`src/hdl/access_token_table_assert.svh`:
```
// Assertion macros for the access token table.
`ifndef ACCESS_TOKEN_TABLE_ASSERT_SVH
`define ACCESS_TOKEN_TABLE_ASSERT_SVH
`ifndef ASSERT_OFF
`define ATT_ASSERT(label, clk, rst_n, prop) \
	label: assert property (@(posedge clk) disable iff (!rst_n) prop) else $error("%m fail");
`define ATT_ASSERT_RST(label, clk, prop) \
	label: assert property (@(posedge clk) prop) else $error("%m fail");
`else
`define ATT_ASSERT(label, clk, rst_n, prop)
`define ATT_ASSERT_RST(label, clk, prop)
`endif
`endif

```
`src/hdl/att_pkg.sv`:
```
// Shared types and constants of the access token table.
package att_pkg;
	localparam int TABLE_ENTRIES = 256;
	localparam int SLOT_W = $clog2(TABLE_ENTRIES);
	localparam int CNT_W = SLOT_W + 1;
	localparam int HASH_SHIFT = 33;

	localparam logic [1:0] ACT_GEN = 2'd0;
	localparam logic [1:0] ACT_FIND = 2'd1;
	localparam logic [1:0] ACT_BURN = 2'd2;
	localparam logic [1:0] ACT_PURGE = 2'd3;

	localparam logic [1:0] ST_OK = 2'd0;
	localparam logic [1:0] ST_NOTFOUND = 2'd1;
	localparam logic [1:0] ST_FULL = 2'd2;
	localparam logic [1:0] ST_NONE = 2'd3;

	localparam logic [1:0] REG_ENABLE = 2'd0;
	localparam logic [1:0] REG_MASK = 2'd1;
	localparam logic [1:0] REG_LIFE = 2'd2;
	localparam logic [1:0] REG_BUCKETS = 2'd3;

	typedef struct packed {
		logic [31:0] ip;
		logic [1:0] kind;
		logic [62:0] nonce;
		logic [63:0] expiry;
		logic [15:0] bucket;
		logic [31:0] age;
	} entry_t;

	typedef enum logic [3:0] {
		S_IDLE, S_HASH, S_GSCAN, S_GRD, S_GWR, S_FRD, S_FCHK, S_BURN,
		S_PRD, S_PCHK, S_OUT
	} state_t;

	typedef struct packed {
		logic start;
		logic [63:0] dividend;
		logic [15:0] divisor;
	} div_req_t;

	typedef struct packed {
		logic busy;
		logic done;
		logic [15:0] rem;
	} div_rsp_t;
endpackage

```
`src/hdl/att_mod_unit.sv`:
```
// Bit-serial remainder unit for the bucket hash.
module att_mod_unit (
	input  logic clk,
	input  logic arst_n,
	input  att_pkg::div_req_t req,
	output att_pkg::div_rsp_t rsp
);
	logic [63:0] dvd_q;
	logic [16:0] rem_q;
	logic [15:0] dvs_q;
	logic [6:0] cnt_q;
	logic busy_q, done_q;
	logic [16:0] sh;

	assign sh = {rem_q[15:0], dvd_q[63]};

	always_ff @(posedge clk or negedge arst_n) begin
		if (!arst_n) begin
			busy_q <= 1'b0;
			done_q <= 1'b0;
			cnt_q <= '0;
		end else begin
			done_q <= 1'b0;
			if (req.start) begin
				busy_q <= 1'b1;
				cnt_q <= 7'd64;
			end else if (busy_q) begin
				cnt_q <= cnt_q - 7'd1;
				if (cnt_q == 7'd1) begin
					busy_q <= 1'b0;
					done_q <= 1'b1;
				end
			end
		end
	end

	always_ff @(posedge clk) begin
		if (req.start) begin
			dvd_q <= req.dividend;
			dvs_q <= (req.divisor == 16'd0) ? 16'd1 : req.divisor;
			rem_q <= '0;
		end else if (busy_q) begin
			dvd_q <= {dvd_q[62:0], 1'b0};
			rem_q <= (sh >= {1'b0, dvs_q}) ? sh - {1'b0, dvs_q} : sh;
		end
	end

	assign rsp.busy = busy_q;
	assign rsp.done = done_q;
	assign rsp.rem = rem_q[15:0];
endmodule

```
`config.mk`:
```
export PLATFORM = sky130hd
export DESIGN_NAME = att_mod_unit
export DESIGN_NICKNAME = d
export VERILOG_FILES = /design/src/hdl/access_token_table_assert.svh /design/src/hdl/att_pkg.sv /design/src/hdl/att_mod_unit.sv
export SDC_FILE = /design/constraint.sdc
export NUM_CORES = 1
export LEC_CHECK = 0
export BUFFER_PORTS_ARGS = -buffer_cell sky130_fd_sc_hd__buf_2
export CAP_MARGIN = 20
export CELL_PAD_IN_SITES_DETAIL_PLACEMENT = 0
export CELL_PAD_IN_SITES_GLOBAL_PLACEMENT = 1
export CORE_MARGIN = 8
export CORE_UTILIZATION = 40
export DETAILED_ROUTE_END_ITERATION = 16
export GPL_ROUTABILITY_DRIVEN = 1
export GPL_TIMING_DRIVEN = 0
export PLACE_DENSITY_LB_ADDON = 0.1
export SLEW_MARGIN = 0
export SYNTH_ARGS = -nofsm -noshare
export SYNTH_HDL_FRONTEND = slang
export SYNTH_SLANG_ARGS = --single-unit
```
`constraint.sdc`:
```
create_clock -name clk -period 2.91 [get_ports clk]
set_input_delay 0.1455 -clock clk [delete_from_list [all_inputs] [get_ports clk]]
set_output_delay 0.1455 -clock clk [all_outputs]
set_load 0.01 [all_outputs]
```
==> Word level (Yosys, flattened, before mapping) <==
Cells that the tools add are included.
{ "totals": {"ff_bits": 105, "out_inout_bits": 18} }
{ "op_classes": {"reduce_logical": 2, "n_mux": 11, "eq_ne": 1, "n_lt_le_gt_ge": 1, "n_addsub": 2} }
{ "op_table": {"columns": ["op", "n"], "rows": [
  ["$mux W64", 2],
  ["$ge A17 B16 Y1", 1],
  ["$logic_not A16 Y1", 1],
  ["$mux W16", 1],
  ["$sub A16 B16 Y16", 1],
  ["$mux W7", 2],
  ["$eq A7 B1 Y1 const B", 1],
  ["$sub A7 B1 Y7 const B", 1],
  ["$mux W1", 6],
  ["$reduce_bool A2 Y1", 1]
]} }

==> Longest topological paths before layout <==
Gate-level depths: netlist of the first run.
{ "logic_depth": {"ltp_word": 4, "depth_mapped": 11} }

==> Worst setup path before layout of the first run <==
OpenSTA, ideal clock, no wires.
{ "synth_path": {"path_type": "register to register", "startpoint": "reg busy_q", "endpoint": "reg dvd_q[0] (enable)", "slack_ps": 158, "n_path_buf": 2, "synth_period_minus_slack_ps": 2752, "required_time_ps": 2492, "t_arrival_ps": 2334, "stages_incl_launch_ff": 5, "cell_sequence": "dfrtp_1 clkbuf_1 clkbuf_1 nor2_1 inv_1"} }
{ "synth_via": {"elab_chain_cells": 1} }
{ "synth_lines": {"columns": ["item", "line", "text"], "rows": [
  ["start, declared", "att_mod_unit.sv:12", "logic busy_q, done_q;"],
  ["start signal, assigned", "att_mod_unit.sv:19", "busy_q <= 1'b0;"],
  ["start signal, assigned", "att_mod_unit.sv:25", "busy_q <= 1'b1;"],
  ["start signal, assigned", "att_mod_unit.sv:30", "busy_q <= 1'b0;"],
  ["$reduce_bool A2 Y1 (no source line)", null, null],
  ["end signal, assigned", "att_mod_unit.sv:39", "dvd_q <= req.dividend;"],
  ["end signal, assigned", "att_mod_unit.sv:43", "dvd_q <= {dvd_q[62:0], 1'b0};"],
  ["end, declared", "att_mod_unit.sv:8", "logic [63:0] dvd_q;"]
]} }
No other way between the ends.
A chain may end at the register's enable or synchronous reset.

==> Final worst setup path of the first run <==
{ "layout_path": {"startpoint": "reg dvd_q[63]", "endpoint": "reg rem_q[10]"} }
{ "layout_via": {"elab_chain_cells": 2} }
{ "layout_lines": {"columns": ["item", "line", "text"], "rows": [
  ["$sub A16 B16 Y16 or $ge A17 B16 Y1 (tied branches)", "att_mod_unit.sv:44", "rem_q <= (sh >= {1'b0, dvs_q}) ? sh - {1'b0, dvs_q} : sh;"],
  ["$mux W16 *", "att_mod_unit.sv:44", null],
  ["end signal, assigned", "att_mod_unit.sv:44", null],
  ["end, declared", "att_mod_unit.sv:9", "logic [16:0] rem_q;"]
]} }
Mark *: on every way between the ends. The rest lies on a longest branch, timed or not.

==> flow_summary_export.csv, run 1 <==
group,metric,value,unit
synth,synth_edf_count,80,
finish,design_area,0.00631,mm2
finish,stdcell_count,714,
pwr,leakage,2.63,nW
setup_path,worstSetupStartpoint,"dvd_q[63]$_DFFE_PP_",
floorplanning,initial_core_util,0.402,
hold_path,min_path_type,"in -> reg",
synth,yosys_warnings,0,
sta,postLayoutSetupSlackWorst,0.194,ns
drt,remaining_drc_errors,0,
setup_path,path_delay_family,"compound AO/OA/AOI/OAI gates",
placement,pre_cts_slack,0.104,ns
pwr,power.total,3.95,mW
drt,vias_per_cell,4.91,
synth,yosys.area.top_type,"edfxtp_1",
placement,port_buffers,100,
floorplanning,core,0.0130,mm2
finish,final_layout_size_suffix_gt1_frac,0.359,
sta,finalSetupViolations,0,
grt,grtUsageTotal,0.142,
sta,rsz0062_at_grt,"no",
setup_path,cp.required,3.18,ns
floorplanning,rows,42,
sta,hold_violations,0,
synth,ys_ff_latch,105,
sta,period_minus_slack,2.72,ns
job,max_cap_viol_count,0,
clock_tree,cts_root_buf,"clkbuf_16",
setup_path,worstSetupEndpointType,"flip-flop",
drt,vias,3504,
setup_path,r2r-start,"dvd_q[63]$_DFFE_PP_",
run_status,outcome,"completed",
placement,place_hpwl,8.52,mm
grt,antenna_found_initial,0,
synth,synth_mux_area_frac,0.164,
grt,grt_overflow,0,
drt,post_drt_wl_per_cell,16.0,um
finish,areaGrowthSynthToFinish,20.4,%
sta,max_freq,368,MHz
setup_path,path_class,"reg -> reg",
floorplanning,die_height,131,um
setup_path,cp_num_buf_inv,2,
clock_tree,clk_pin_slew,0.07,ns
grt,grt_max_degree,46,
setup_path,crit_chain,"inv_1 -> ha_1 -> inv_1 -> fa_1 -> a21oi_1 -> o21ai_0 -> o211ai_1 -> nand2_1 -> or4b_1 -> a311oi_2",
synth,netlist_area,0.00525,mm2
floorplanning,dieArea,0.0170,mm2
clock_tree,insertion_delay,0.35,ns
synth,synthDistinctLibCells,46,
placement,dp.cells,693,
setup_path,path_max_fanout,3,
drt,drt_iter0_markers,211,
hold_path,min-delay-start,"req[12]",
synth,yosysTopAreaCellShare,0.458,
grt,grt_pass1_vias,3741,
synth,yosysSeqAreaShare,0.562,
synth,synth_area_leaders,"edfxtp_1 (46%), mux2_2 (14%), dfxtp_1 (6.1%)",
drt,ant_nets,0,
grt,grt_pass1_wl,18.4,mm
sta,worst_slew_pin_slew,0.710,ns
clock_tree,cts_made_buffers,9,
placement,place_congestion,0.802,
drt,drt_pass1_iterations,5,
floorplanning,io_pins,101,
clock_tree,cts_sinks,105,
synth,syn_area_per_cell,12.6,um2
finish,n_fill_cell,1291,
sta,slew_violations,0,
synth,synthAdderAreaFrac,0.0468,
pwr,power.density,625,mW/mm2
synth,synth_cells,416,
synth,synthSimpleGateAreaFrac,0.0716,
synth,synthXorXnorAreaFrac,0.0284,
clock_tree,htree_num_levels,3,
setup_path,cp_slowest_cell,"or4b_1",
setup_path,cp_common_cell,"inv_1",
synth,ys_async_sr_fraction,0.0857,
synth,synth_top_family_by_area,"multiplexers",
sta,maxSlewHeadroom,0.527,
drt,wl,11.5,mm
sta,finalCritPeriodShare,0.933,
sta,fin_skew,0.00499,ns
synth,synth_ff_type,"edfxtp_1",
setup_path,start_kind,"flip-flop",
clock_tree,clock_tree.buffer_depth,2,
pwr,vdd_drop_max,325,uV
setup_path,slowest_delay,0.54,ns
floorplanning,die_width,131,um
finish,finalNetCount,633,
clock_tree,cts_tree,"done",
synth,synth_compound_area_frac,0.0830,
placement,placement.cell_area,0.00599,mm2
synth,syn-num-nets,518,
setup_path,cp.arrival,2.98,ns
## synthesized netlist by cell type, types with 10 or more instances
| master | n |
|---|---|
| mux2i_1 | 13 |
| mux2_2 | 65 |
| edfxtp_1 | 80 |
| a211oi_1 | 18 |
| inv_1 | 25 |
| a21oi_1 | 12 |
| dfxtp_1 | 16 |
| xor2_1 | 10 |
| clkbuf_1 | 28 |
| nor2_1 | 34 |
| nand2_1 | 12 |
| ha_1 | 18 |
## registers in the layout (all words and copies together), names as in the netlist
| signal | cells |
|---|---|
| dvs_q | 16 |
| dvd_q | 64 |
| cnt_q | 7 |
| busy_q | 1 |
| done_q | 1 |
| rem_q | 16 |
## through the flow
step,hold slack [ns],setup TNS [ns],util
floorplan,-0.150,0,-
global placement,0.00825,-64.33,0.458
detailed placement,0.00947,0,0.459
CTS,0.0440,0,0.483
global route,0.0598,0,0.484
finish,0.0601,0,0.484
## repair_timing
action	4_1_cts	5_1_grt
buffers inserted	0	2
endpoints found under the hold margin	9	0
setup endpoints to repair	0	2
gates resized for setup	0	2
hold buffers	1	0
## path summary, 6_finish.rpt
check                                          endpoint  slack (ns)  cells past startpoint
worst min register to register    rem_q[9]$_SDFFE_PP0P_        0.52                      2
worst max register to register   rem_q[10]$_SDFFE_PP0P_        0.19                     10
worst min-delay path            dvs_q[12]$_SDFFCE_PN0P_        0.06                      2
min in group asynchronous          cnt_q[0]$_DFFE_PN0P_        0.17                      2
max in group asynchronous          cnt_q[1]$_DFFE_PN0P_        2.57                      2
worst max-delay path             rem_q[10]$_SDFFE_PP0P_        0.19                     10
## placed cells by master (no fill, tap or decap), drive strengths merged, types with 2 or more instances in the layout
cell,Yosys,layout
a211oi,18,18
a21o,5,5
a21oi,12,12
a2bb2oi,2,2
a311oi,2,2
and2,2,2
buf,5,108
clkbuf,28,37
clkinv,0,2
clkinvlp,0,2
dfrtp,9,9
dfxtp,16,16
diode,0,3
edfxtp,80,80
ha,18,18
inv,25,26
mux2,65,65
mux2i,13,13
nand2,12,12
nand2b,6,6
nand3,7,7
nand4,3,3
nor2,34,34
nor3,8,8
nor4,4,4
o21ai,9,9
xnor2,7,7
xor2,10,10
## cell families after synthesis
group | Yosys count
flip-flops | 105
AO/OA/AOI/OAI | 60
adder cells (fa/ha/maj) | 19
buffers and inverters | 58
AND/OR/NAND/NOR | 79
XOR/XNOR | 17
multiplexers | 78
## metal layers
layer	global-route usage	up-vias	share of wire	wire length [um]
met5	0	-	0	0
met4	0.0621	0	0.018	204
met3	0.0450	12	0.057	653
met2	0.225	69	0.47	5370
met1	0.174	1668	0.46	5220
li1	-	1755	-	-
## where the power goes
group          internal, mW  switching, mW  total [mW]  leakage, nW
Clock                 0.668          0.567        1.23        0.137
Combinational         0.376          0.389       0.765         1.42
Sequential             1.84          0.100        1.94         1.08
## cell type report
cell class	instances	area [um2]	share of cell area
multi-input cells	253	2070	0.328
well taps	176	220	0.0349
flip-flops and latches	105	2950	0.467
inverters	25	93.8	0.0149
plain buffers	33	136	0.0216
repair buffers	104	546	0.0864
diodes	3	7.51	0.00119
clock buffers	9	225	0.0357
clock inverters	6	68.8	0.0109
Power figures use the tool's default switching activity.
==> inputs of run 2 (changes only) <==
- CORE_ASPECT_RATIO: unset -> 1.4
==> run 2 against run 1 <==
  * First-iteration DRC count down 53%
  * Core utilization up 0.49 points
  * Critical path depth unchanged
  * Critical endpoint unchanged
  * Highest routed layer is now met5
==> flow_summary_export.csv, run 2 (synthesized netlist as in run 1, its figures left out) <==
group,metric,value,unit
run_status,outcome,"completed",
sta,tns,0,ns
drt,ant_nets,0,
drt,drt_pass1_iterations,4,
setup_path,cp.required,3.16,ns
floorplanning,io_pins,101,
grt,grtUsageTotal,0.147,
setup_path,cp.arrival,3.01,ns
sta,postLayoutSetupSlackWorst,0.158,ns
floorplanning,rows,49,
clock_tree,insertion_delay,0.34,ns
pwr,leakage,2.63,nW
clock_tree,cts_made_buffers,9,
setup_path,reg2regPathDepth,10,
sta,finalSetupViolations,0,
setup_path,crit_chain,"inv_1 -> ha_1 -> inv_1 -> fa_1 -> a21oi_1 -> o21ai_0 -> o211ai_1 -> nand2_1 -> or4b_1 -> a311oi_2",
sta,maxSlewHeadroom,0.540,
finish,design_area,0.00627,mm2
setup_path,path_class,"reg -> reg",
sta,worst_slew_pin_slew,0.686,ns
setup_path,path_max_fanout,3,
sta,max_freq,363,MHz
clock_tree,clk_pin_slew,0.08,ns
setup_path,cp_num_buf_inv,2,
drt,vias_per_cell,5.16,
floorplanning,die_height,151,um
grt,grt_pass1_wl,19.7,mm
placement,port_buffers,100,
finish,largest_reg_flops,64,
setup_path,crit_cells,10,
pwr,power_frac_seq,0.497,
grt,antenna_found_initial,3,
setup_path,cp_slowest_cell,"or4b_1",
drt,post_drt_wl_per_cell,17.4,um
clock_tree,cts_tree,"done",
finish,stdcell_count,689,
drt,drt_iter0_markers,100,
finish,largest_register,"dvd_q",
clock_tree,clock_tree.buffer_depth,2,
finish,final_common_cell,"buf_2",
setup_path,start_kind,"flip-flop",
floorplanning,core,0.0128,mm2
grt,grt_max_degree,35,
floorplanning,initial_core_util,0.409,
pwr,pwr-share-comb,0.197,
setup_path,cp_common_cell,"inv_1",
sta,period_minus_slack,2.75,ns
pwr,vdd_drop_max,313,uV
pwr,p_clk_frac,0.306,
grt,grt_pass1_vias,3993,
clock_tree,cts_root_buf,"clkbuf_16",
floorplanning,dieArea,0.0171,mm2
pwr,p_int,2.82,mW
clock_tree,cts_sinks,105,
placement,place_congestion,0.900,
finish,final_layout_size_suffix_gt1_frac,0.359,
pwr,p_sw,1.09,mW
finish,finalNetCount,632,
setup_path,path_delay_family,"compound AO/OA/AOI/OAI gates",
finish,largestRegisters,"dvd_q x64, dvs_q x16, rem_q x16",
setup_path,worstSetupEndpointType,"flip-flop",
grt,grt_overflow,0,
sta,slew_violations,0,
floorplanning,die_width,113,um
clock_tree,htree_num_levels,3,
sta,finalCritPeriodShare,0.946,
sta,hold_violations,0,
finish,layout_common_cells,"buf_2 (101), edfxtp_1 (80), mux2_2 (65)",
drt,vias,3555,
job,max_cap_viol_count,0,
placement,pre_cts_slack,-0.0559,ns
drt,remaining_drc_errors,0,
setup_path,slowest_delay,0.55,ns
pwr,power.total,3.91,mW
placement,place_hpwl,9.25,mm
pwr,sw_frac_of_total,0.278,
placement,placement.cell_area,0.00596,mm2
hold_path,min_path_cells,2,
hold_path,min_path_type,"in -> reg",
sta,fin_skew,0.0100,ns
drt,wl,12.0,mm
placement,dp.cells,670,
sta,rsz0062_at_grt,"no",
finish,areaGrowthSynthToFinish,19.5,%
pwr,power.density,624,mW/mm2
run 2: layout make-up:
type	instances	area, um2
Fill cell	1175	6540
Sequential cell	105	2950
Multi-Input combinational cell	253	2070
Timing Repair Buffer	103	538
Clock buffer	10	229
Tap cell	153	191
Buffer	33	136
Inverter	25	93.8
Clock inverter	6	62.6
Antenna cell	1	2.50
run 2: final timing paths:
path | to | from | slack (ns)
min in group asynchronous | cnt_q[4]$_DFFE_PN0P_ | arst_n | 0.19
max | rem_q[10]$_SDFFE_PP0P_ | dvd_q[63]$_DFFE_PP_ | 0.16
max in group asynchronous | cnt_q[3]$_DFFE_PN0P_ | arst_n | 2.52
min | dvs_q[3]$_SDFFCE_PN0P_ | req[3] | 0.06
min reg2reg | rem_q[2]$_SDFFE_PP0P_ | rem_q[2]$_SDFFE_PP0P_ | 0.52
max reg2reg | rem_q[10]$_SDFFE_PP0P_ | dvd_q[63]$_DFFE_PP_ | 0.16
run 2: through the flow:
step	hold slack, ns	util
CTS	0.0514	0.488
global placement	0.0148	0.463
floorplan	-0.150	-
finish	0.0635	0.489
global route	0.0558	0.489
detailed placement	0.0168	0.465
run 2: worst reg2reg max path: cells and delay by family, from the launching register on:
kind | cells | cell delay (ns)
adder cells (fa/ha/maj) | 2 | 0.58
buffers and inverters | 2 | 0.15
AO/OA/AOI/OAI | 4 | 0.94
flip-flops | 1 | 0.36
AND/OR/NAND/NOR | 2 | 0.64
run 2: power by group through the flow:
| stage | Clock [mW] | Combinational, mW | Sequential [mW] |
|---|---|---|---|
| floorplan | 0 | 0.545 | 1.96 |
| global placement | 0 | 0.758 | 1.98 |
| detailed placement | 0 | 0.776 | 1.98 |
| CTS | 1.24 | 0.780 | 1.95 |
| global route | 1.28 | 0.861 | 1.97 |
| finish | 1.20 | 0.769 | 1.95 |
run 2: timing repair:
action                                 4_1_cts  5_1_grt
pin swaps                                    0        1
endpoints found under the hold margin        9        0
hold buffers                                 1        0
resized for setup                            1        1
setup endpoints to repair                    1        1
setup buffers                                0        1
run 2: per-layer routing:
metal | global-route usage | routed length [um] | vias up
met1 | 0.147 | 4500 | 1697
li1 | - | - | 1746
met2 | 0.271 | 6280 | 84
met5 | 0 | 32 | -
met3 | 0.0532 | 879 | 22
met4 | 0.0603 | 290 | 6
==> inputs of run 3 (changes only) <==
==> constraint.sdc (replaced) <==
create_clock -name clk -period 2.91 [get_ports clk]
set_input_delay 0.582 -clock clk [delete_from_list [all_inputs] [get_ports clk]]
set_output_delay 0.582 -clock clk [all_outputs]
set_load 0.01 [all_outputs]
==> run 3 against run 2 <==
  * Non-clock buffer count is 2 lower
  * Count of clock-buffer cells in the layout stayed put
  * Sequential power hardly changed
  * Global-route usage hardly changed
  * Core utilization is 0.11 points lower
  * Worst hold slack better by 0.020 ns
  * Via count is 0.25% lower
  * Critical endpoint unchanged
  * Largest power group unchanged
==> flow_summary_export.csv, run 3 (synthesized netlist as in run 1, its figures left out) <==
group,metric,value,unit
placement,placement.cell_area,0.00596,mm2
drt,vias,3546,
sta,max_freq,363,MHz
pwr,power.total,3.91,mW
finish,largestRegisters,"dvd_q x64, dvs_q x16, rem_q x16",
sta,rsz0062_at_grt,"yes",
pwr,power.density,625,mW/mm2
drt,ant_nets,0,
sta,fin_skew,0.00988,ns
sta,worst_slew_pin_slew,0.681,ns
setup_path,path_max_fanout,3,
finish,design_area,0.00626,mm2
clock_tree,clk_pin_slew,0.08,ns
grt,grt_busiest_layer,"met2",
floorplanning,die_height,151,um
sta,tns,0,ns
setup_path,cp_common_cell,"inv_1",
grt,grtUsageMet3,0.0532,
drt,post_drt_wl_per_cell,17.5,um
grt,grt_overflow,0,
drt,remaining_drc_errors,0,
sta,hold_violations,0,
clock_tree,cts_tree,"done",
placement,place_hpwl,9.25,mm
finish,largest_reg_flops,64,
drt,drt_pass1_iterations,4,
placement,dp.cells,670,
drt,vias_per_cell,5.16,
drt,drt_iter0_markers,80,
floorplanning,core,0.0128,mm2
setup_path,worstSetupEndpointType,"flip-flop",
setup_path,cp.required,3.09,ns
pwr,vdd_drop_max,315,uV
job,max_cap_viol_count,0,
floorplanning,die_width,113,um
sta,finalCritPeriodShare,0.948,
floorplanning,dieArea,0.0171,mm2
setup_path,path_class,"reg -> reg",
finish,stdcell_count,687,
sta,period_minus_slack,2.76,ns
placement,port_buffers,100,
setup_path,crit_chain,"inv_1 -> ha_1 -> inv_1 -> fa_1 -> a21oi_1 -> o21ai_0 -> o21ai_1 -> nand2_1 -> a2111oi_1 -> or4b_1 -> a311oi_2",
clock_tree,cts_sinks,105,
floorplanning,io_pins,101,
clock_tree,clock_tree.buffer_depth,2,
sta,whs,0.0833,ns
setup_path,start_kind,"flip-flop",
clock_tree,cts_root_buf,"clkbuf_16",
grt,grt_pass1_vias,3981,
drt,wl,12.0,mm
setup_path,slowest_delay,0.41,ns
grt,grt_pass1_wl,19.7,mm
sta,finalSetupViolations,0,
setup_path,cp_num_buf_inv,2,
grt,met1_usage,0.147,
finish,final_layout_size_suffix_gt1_frac,0.360,
run_status,outcome,"completed",
clock_tree,cts_made_buffers,9,
clock_tree,post-cts-setup-buffers,0,
finish,largest_register,"dvd_q",
finish,n_fill_cell,1173,
setup_path,path_delay_family,"compound AO/OA/AOI/OAI gates",
finish,final_common_cell,"buf_2",
sta,slew_violations,0,
clock_tree,htree_num_levels,3,
hold_path,min_path_type,"in -> async",
setup_path,cp.arrival,2.94,ns
floorplanning,initial_core_util,0.409,
placement,place_congestion,0.900,
sta,postLayoutSetupSlackWorst,0.152,ns
clock_tree,holdBufCountCts,0,
finish,areaGrowthSynthToFinish,19.3,%
grt,grtUsageTotal,0.147,
finish,finalNetCount,630,
setup_path,cp_slowest_cell,"fa_1",
finish,layout_common_cells,"buf_2 (101), edfxtp_1 (80), mux2_2 (65)",
grt,grt_max_degree,35,
grt,antenna_found_initial,3,
clock_tree,insertion_delay,0.34,ns
pwr,leakage,2.62,nW
floorplanning,rows,49,
finish,fin_util,0.488,
placement,pre_cts_slack,-0.492,ns
grt,grtUsageMet2,0.270,
sta,maxSlewHeadroom,0.543,
run 3: report_power, final:
part / switching (mW) / leakage, nW / internal, mW
Sequential: 0.102 / 1.08 / 1.84
Combinational: 0.394 / 1.41 / 0.373
Clock: 0.593 / 0.142 / 0.605
run 3: path summary, 6_finish.rpt:
| kind | startpoint | endpoint | slack (ns) | depth (start not counted) |
|---|---|---|---|---|
| min in group clk | req[3] | dvs_q[3]$_SDFFCE_PN0P_ | 0.50 | 2 |
| hold / removal | arst_n | cnt_q[4]$_DFFE_PN0P_ | 0.08 | 1 |
| hold reg to reg | rem_q[2]$_SDFFE_PP0P_ | rem_q[2]$_SDFFE_PP0P_ | 0.52 | 2 |
| setup reg to reg | dvd_q[63]$_DFFE_PP_ | rem_q[10]$_SDFFE_PP0P_ | 0.15 | 11 |
| setup / recovery | dvd_q[63]$_DFFE_PP_ | rem_q[10]$_SDFFE_PP0P_ | 0.15 | 11 |
| max in group asynchronous | arst_n | cnt_q[3]$_DFFE_PN0P_ | 2.63 | 1 |
run 3: repair_timing:
action,in CTS,in global routing
pin swaps,0,0
endpoints found under the setup margin,35,35
gates resized for setup,2,3
run 3: cell type report:
| class | count | area, um2 | share of cell area |
|---|---|---|---|
| clock buffers | 10 | 229 | 0.0366 |
| clock inverters | 6 | 62.6 | 0.0100 |
| flip-flops and latches | 105 | 2950 | 0.471 |
| repair buffers | 101 | 520 | 0.0832 |
| diodes | 1 | 2.50 | 0.000400 |
| well taps | 153 | 191 | 0.0306 |
| plain buffers | 33 | 138 | 0.0220 |
| inverters | 25 | 96.3 | 0.0154 |
| multi-input cells | 253 | 2070 | 0.331 |
run 3: metal layers:
layer | vias to the layer above | wire length, um | share of wire
li1 | 1743 | - | -
met4 | 6 | 283 | 0.024
met5 | - | 38 | 0.0032
met1 | 1681 | 4500 | 0.37
met3 | 22 | 895 | 0.074
met2 | 94 | 6300 | 0.52
